--- config.mk ---
export PLATFORM = sky130hd
export DESIGN_NAME = gbs_overlap_unit
export DESIGN_NICKNAME = d
export VERILOG_FILES = /design/src/hw/rtl/gbs_pkg.sv /design/src/hw/rtl/gbs_overlap_unit.sv
export SDC_FILE = /design/constraint.sdc
export NUM_CORES = 2
export LEC_CHECK = 0
export ABC_AREA = 1
export BUFFER_PORTS_ARGS = -buffer_cell sky130_fd_sc_hd__buf_4
export CORE_ASPECT_RATIO = 1.2
export CORE_MARGIN = 3
export CORE_UTILIZATION = 59
export DETAILED_ROUTE_END_ITERATION = 12
export PLACE_DENSITY = 0.77
export SLEW_MARGIN = 20
export SYNTH_ARGS = -nofsm -noshare
export SYNTH_HDL_FRONTEND = slang
export SYNTH_SLANG_ARGS = --single-unit
export TNS_END_PERCENT = 5
--- constraint.sdc ---
create_clock -name aclk -period 14.7 [get_ports aclk]
set_input_delay 1.47 -clock aclk [delete_from_list [all_inputs] [get_ports aclk]]
set_output_delay 1.47 -clock aclk [all_outputs]
set_load 0.01 [all_outputs]
--- src/hw/rtl/gbs_pkg.sv ---
// Shared types and constants for the greedy box suppression core.
// No dependencies; every other file refers to this package by scoped names.
package gbs_pkg;

    localparam int COORD_BITS  = 16;
    localparam int MAX_KEPT    = 64;
    localparam int FIELD_W     = 16;
    localparam int THR_W       = 16;
    localparam int KEPT_SLOT_W = 6;
    localparam int SLOT_BITS   = (MAX_KEPT > 1) ? $clog2(MAX_KEPT) : 1;
    localparam int COUNT_BITS  = $clog2(MAX_KEPT + 1);
    localparam int AREA_W      = 2 * COORD_BITS;
    localparam int UNI_W       = AREA_W + 1;
    localparam int PROD_W      = UNI_W + THR_W;

    localparam logic [THR_W-1:0] THR_RESET = 16'd29491;

    typedef struct packed {
        logic [FIELD_W-1:0] box_left;
        logic [FIELD_W-1:0] box_top;
        logic [FIELD_W-1:0] box_right;
        logic [FIELD_W-1:0] box_bottom;
        logic               group_start;
    } in_t;

    typedef struct packed {
        logic                   keep;
        logic [KEPT_SLOT_W-1:0] kept_slot;
        logic                   store_full;
    } out_t;

    typedef struct packed {
        logic [COORD_BITS-1:0] left;
        logic [COORD_BITS-1:0] top;
        logic [COORD_BITS-1:0] right;
        logic [COORD_BITS-1:0] bottom;
    } box_t;

    typedef struct packed {
        box_t              box;
        logic [AREA_W-1:0] area;
    } entry_t;

    typedef struct packed {
        logic busy;
        logic res_valid;
        logic res_over;
    } ovl_status_t;

    function automatic logic [COORD_BITS-1:0] span(
        input logic [COORD_BITS-1:0] lo,
        input logic [COORD_BITS-1:0] hi
    );
        return (hi > lo) ? (hi - lo) : '0;
    endfunction

endpackage

--- src/hw/rtl/gbs_overlap_unit.sv ---
// Five-stage overlap pipeline: one stored box per cycle against the current box.
// Tests intersection * 2^16 > threshold * union. Depends on gbs_pkg.
module gbs_overlap_unit (
    input  logic                          aclk,
    input  logic                          aresetn,
    input  logic                          valid_in,
    input  gbs_pkg::box_t                 cur_box,
    input  logic [gbs_pkg::AREA_W-1:0]    cur_area,
    input  gbs_pkg::entry_t               kept,
    input  logic [gbs_pkg::THR_W-1:0]     thr,
    output gbs_pkg::ovl_status_t          status
);

    localparam int CB = gbs_pkg::COORD_BITS;
    localparam int AW = gbs_pkg::AREA_W;
    localparam int UW = gbs_pkg::UNI_W;
    localparam int PW = gbs_pkg::PROD_W;

    logic [4:0] v_reg;

    logic [CB-1:0] iw1_reg, ih1_reg;
    logic          pos1_reg, pos2_reg, pos3_reg, pos4_reg, over5_reg;
    logic [AW-1:0] karea1_reg, karea2_reg;
    logic [AW-1:0] inter2_reg, inter3_reg, inter4_reg;
    logic [UW-1:0] uni3_reg;
    logic [PW-1:0] prod4_reg;

    logic [CB-1:0] x_lo, x_hi, y_lo, y_hi, iw, ih;
    logic [PW-1:0] inter_scaled;

    always_comb begin
        x_lo = (cur_box.left  > kept.box.left)   ? cur_box.left   : kept.box.left;
        x_hi = (cur_box.right < kept.box.right)  ? cur_box.right  : kept.box.right;
        y_lo = (cur_box.top   > kept.box.top)    ? cur_box.top    : kept.box.top;
        y_hi = (cur_box.bottom < kept.box.bottom) ? cur_box.bottom : kept.box.bottom;
        iw   = gbs_pkg::span(x_lo, x_hi);
        ih   = gbs_pkg::span(y_lo, y_hi);
        inter_scaled = PW'({inter4_reg, {gbs_pkg::THR_W{1'b0}}});
    end

    always_ff @(posedge aclk) begin
        if (!aresetn) begin
            v_reg <= '0;
        end else begin
            v_reg <= {v_reg[3:0], valid_in};
        end
        // stage 1: overlap extents
        iw1_reg    <= iw;
        ih1_reg    <= ih;
        pos1_reg   <= (iw != '0) && (ih != '0);
        karea1_reg <= kept.area;
        // stage 2: intersection area
        inter2_reg <= AW'(iw1_reg) * AW'(ih1_reg);
        karea2_reg <= karea1_reg;
        pos2_reg   <= pos1_reg;
        // stage 3: union; intersection never exceeds either area, so no wrap
        uni3_reg   <= UW'(cur_area) + UW'(karea2_reg) - UW'(inter2_reg);
        inter3_reg <= inter2_reg;
        pos3_reg   <= pos2_reg;
        // stage 4: threshold times union
        prod4_reg  <= PW'(thr) * PW'(uni3_reg);
        inter4_reg <= inter3_reg;
        pos4_reg   <= pos3_reg;
        // stage 5: compare
        over5_reg  <= pos4_reg && (inter_scaled > prod4_reg);
    end

    assign status.busy      = |v_reg;
    assign status.res_valid = v_reg[4];
    assign status.res_over  = over5_reg;

endmodule

==> flow_summary_export.csv <==
group,metric,value,unit
route,drt-wirelength-per-cell,16.6,µm
global_routing,antenna_found_initial,0,
cts,cts_tree,"done",
cts,cts_resized,0,
die,ios,214,
timing,tightest_slew,1.06,ns
synth,netlist.top_cell.by_area,"fa_1",
synth,seq_area_frac_synth,14.0,%
timing,finalWorstSetupSlack,8.04,ns
worst_setup_path,worst_setup_path_start_kind,"input pin",
synth,netlist_area,40500,µm²
synth,syn_avg_cell_area,7.61,µm²
timing,hold_viol,0,
timing,min_period,6.66,ns
die,fp.dieH,293,µm
worst_setup_path,path_max_fanout,33,
synth,syn_inst,5322,
synth,async_reset_ff_share,0,%
global_routing,grt-ovfl-total,0,
cts,htree_num_levels,1,
cts,clk_pin_slew_worst_paths,0.07,ns
timing,rsz0062_at_grt,"no",
synth,synth-main-ff-cell,"dfxtp_1",
cells_and_area,largest_register_ffs,49,
global_routing,grt_pass1_vias,35700,
global_routing,grt_max_degree,35,
synth,yosys-top-cells-count,"1,436 x inv_1, 1,347 x nand2_1, 660 x fa_1, 384 x ha_1, 284 x dfxtp_1",
cts,cts_made_buffers,30,
route,drt_iter0_drc,1797,
worst_hold_path,hp-class,"reg2reg",
cells_and_area,syn_to_final_growth,7.51,%
synth,yosys.area_share.simple,17.9,%
synth,yosysMostFrequentCell,"inv_1",
timing,finalSetupTns,0,ns
worst_setup_path,end_kind,"register",
synth,synth_edf_count,0,
cells_and_area,drive_gt1_share,5.79,%
cts,worstSkewPairLatency,0.58,ns
worst_setup_path,r2r_slack,8.29,ns
flow_run,maxCapViolCount,0,
synth,synthXorXnorAreaFrac,2.25,%
worst_setup_path,required,15.17,ns
cells_and_area,fin_nets,6618,
synth,synth_top_family_by_area,"adder cells",
synth,muxShareOfSynthArea,0,%
timing,setup_violations,0,
die,start_util,60.0,%
route,vias,33000,
timing,maxSlewViolCount,0,
cts,hold_buffers,0,
die,row_count,104,
synth,ys_types,50,
timing,max_freq,150,MHz
cts,cts_max_path_buffers,3,
placement,dp_slack,7.50,ns
synth,synthAdderAreaFrac,44.5,%
die,die_w,245,µm
timing,maxSlewHeadroom,28.9,%
route,drc_errors,0,
run_status,outcome,"finished, final reports clean",
placement,portBuffers,213,
synth,ys_warn_count,0,
cells_and_area,seq_area,5690,µm²
cells_and_area,diodes,0,
timing,finalCritPeriodShare,45.3,%
global_routing,track_usage,30.0,%
placement,finalWeightedCongestion,1.01,
synth,netlist_top_cells_area,"fa_1 33%, dfxtp_1 14%, inv_1 13%",
cts,root_buffer,"clkbuf_16",
synth,synth_seq_cells,284,
cells_and_area,multi_input_area,28600,µm²
cells_and_area,fillCellCount,5936,
cts,clock-sinks,284,
die,core,67500,µm²
placement,place_hpwl,87.7,mm
route,ant_nets,0,
cts,post-cts-setup-buffer-count,0,
route,vias_per_cell,5.25,
global_routing,grt_pass1_wl,174,mm
worst_setup_path,worst_ep_arrival_time,7.13,ns
timing,finClkSkew,0.0213,ns
synth,synth_top_area_share,32.6,%
synth,synthesis.nets,6577,
die,dieArea,71900,µm²
route,wl,104,mm
route,dr.pass1.iters,5,
synth,synth-compound-area-share,6.12,%
worst_setup_path,path_class,"in2reg",
final timing paths:
check / from / to / depth (start not counted)
hold / removal: inter3_reg[26] / inter4_reg[26] / 0
setup / recovery: thr[1] / prod4_reg[29] / 18
hold reg to reg: inter3_reg[26] / inter4_reg[26] / 0
setup reg to reg: uni3_reg[12] / prod4_reg[42] / 18
layer usage:
metal  part of all wire [%]  global-route usage (%)  vias up  wire length [µm]
li1                       -                       -    15600                 -
met1                     37                    34.5    15900             38700
met2                     52                    56.2     1107             54400
met3                    6.1                    3.92      329              6410
met4                    4.6                    12.1        0              4840
met5                      0                       0        -                 0
critical path, cell delays in order:
cell and delay (ns):
buf_4 0.38, nand2_1 0.16, fa_1 0.55, fa_1 0.51, fa_1 0.51, inv_1 0.05
fa_1 0.48, fa_1 0.49, inv_1 0.05, fa_1 0.53, inv_1 0.06, ha_1 0.34
a21oi_1 0.30, o21ai_0 0.23, a21oi_1 0.34, inv_1 0.16, a21oi_1 0.29, xnor2_1 0.22
stage by stage:
step                cell area [µm²]  std cells  utilization, %  hold WS [ns]
finish                        43600       6287            64.5         0.324
global route                  43600       6287            64.5         0.330
CTS                           43600       6287            64.5         0.327
detailed placement            42500       6232            62.9         0.312
global placement              42500       6232            62.9         0.310
floorplan                     40500       5322               -         0.310
cell usage in the layout (no fill, tap or decap), types with 4 or more instances in the layout:
cell type   synthesis  routed
inv_1            1436    1436
a21oi_1           223     223
o21ai_2             7       7
dfxtp_1           284     284
xor2_1             74      74
a211oi_1            8       8
xnor2_1            30      30
clkinvlp_4          0       4
buf_4               2     219
o21a_1             17      17
ha_1              384     384
nand4_1            31      31
o211ai_1           11      11
nand3b_1           22      22
inv_6               0       4
nand3_2             4       4
nor3_1             32      32
a31oi_1             8       8
nand2_1          1347    1347
and2_1              5       5
o21ai_0           122     122
nor4_1              6       6
nand3_1           115     115
o21bai_1           11      11
nor2_1            215     215
clkbuf_16           0      31
a21o_1              5       5
fa_1              660     660
nand2_2            12      12
o21ai_1            13      13
bufinv_16           0       4
area by class of cell:
type / count / area share [%]
repair buffers: 219 / 3.77
flip-flops and latches: 284 / 13.0
well taps: 901 / 2.59
clock buffers: 36 / 1.89
multi-input cells: 3391 / 65.7
clock inverters: 19 / 0.566
inverters: 1437 / 12.4
cells by family (layout without fill, tap and decap cells):
family / count (synthesis) / count (layout)
flip-flops: 284 / 284
XOR/XNOR: 104 / 104
adder cells (fa/ha/maj): 1044 / 1044
AO/OA/AOI/OAI: 444 / 444
AND/OR/NAND/NOR: 1799 / 1799
buffers and inverters: 1647 / 1711
Power is not shown: default switching activity piles up to over one toggle a cycle in this logic, so the estimate is an artifact.
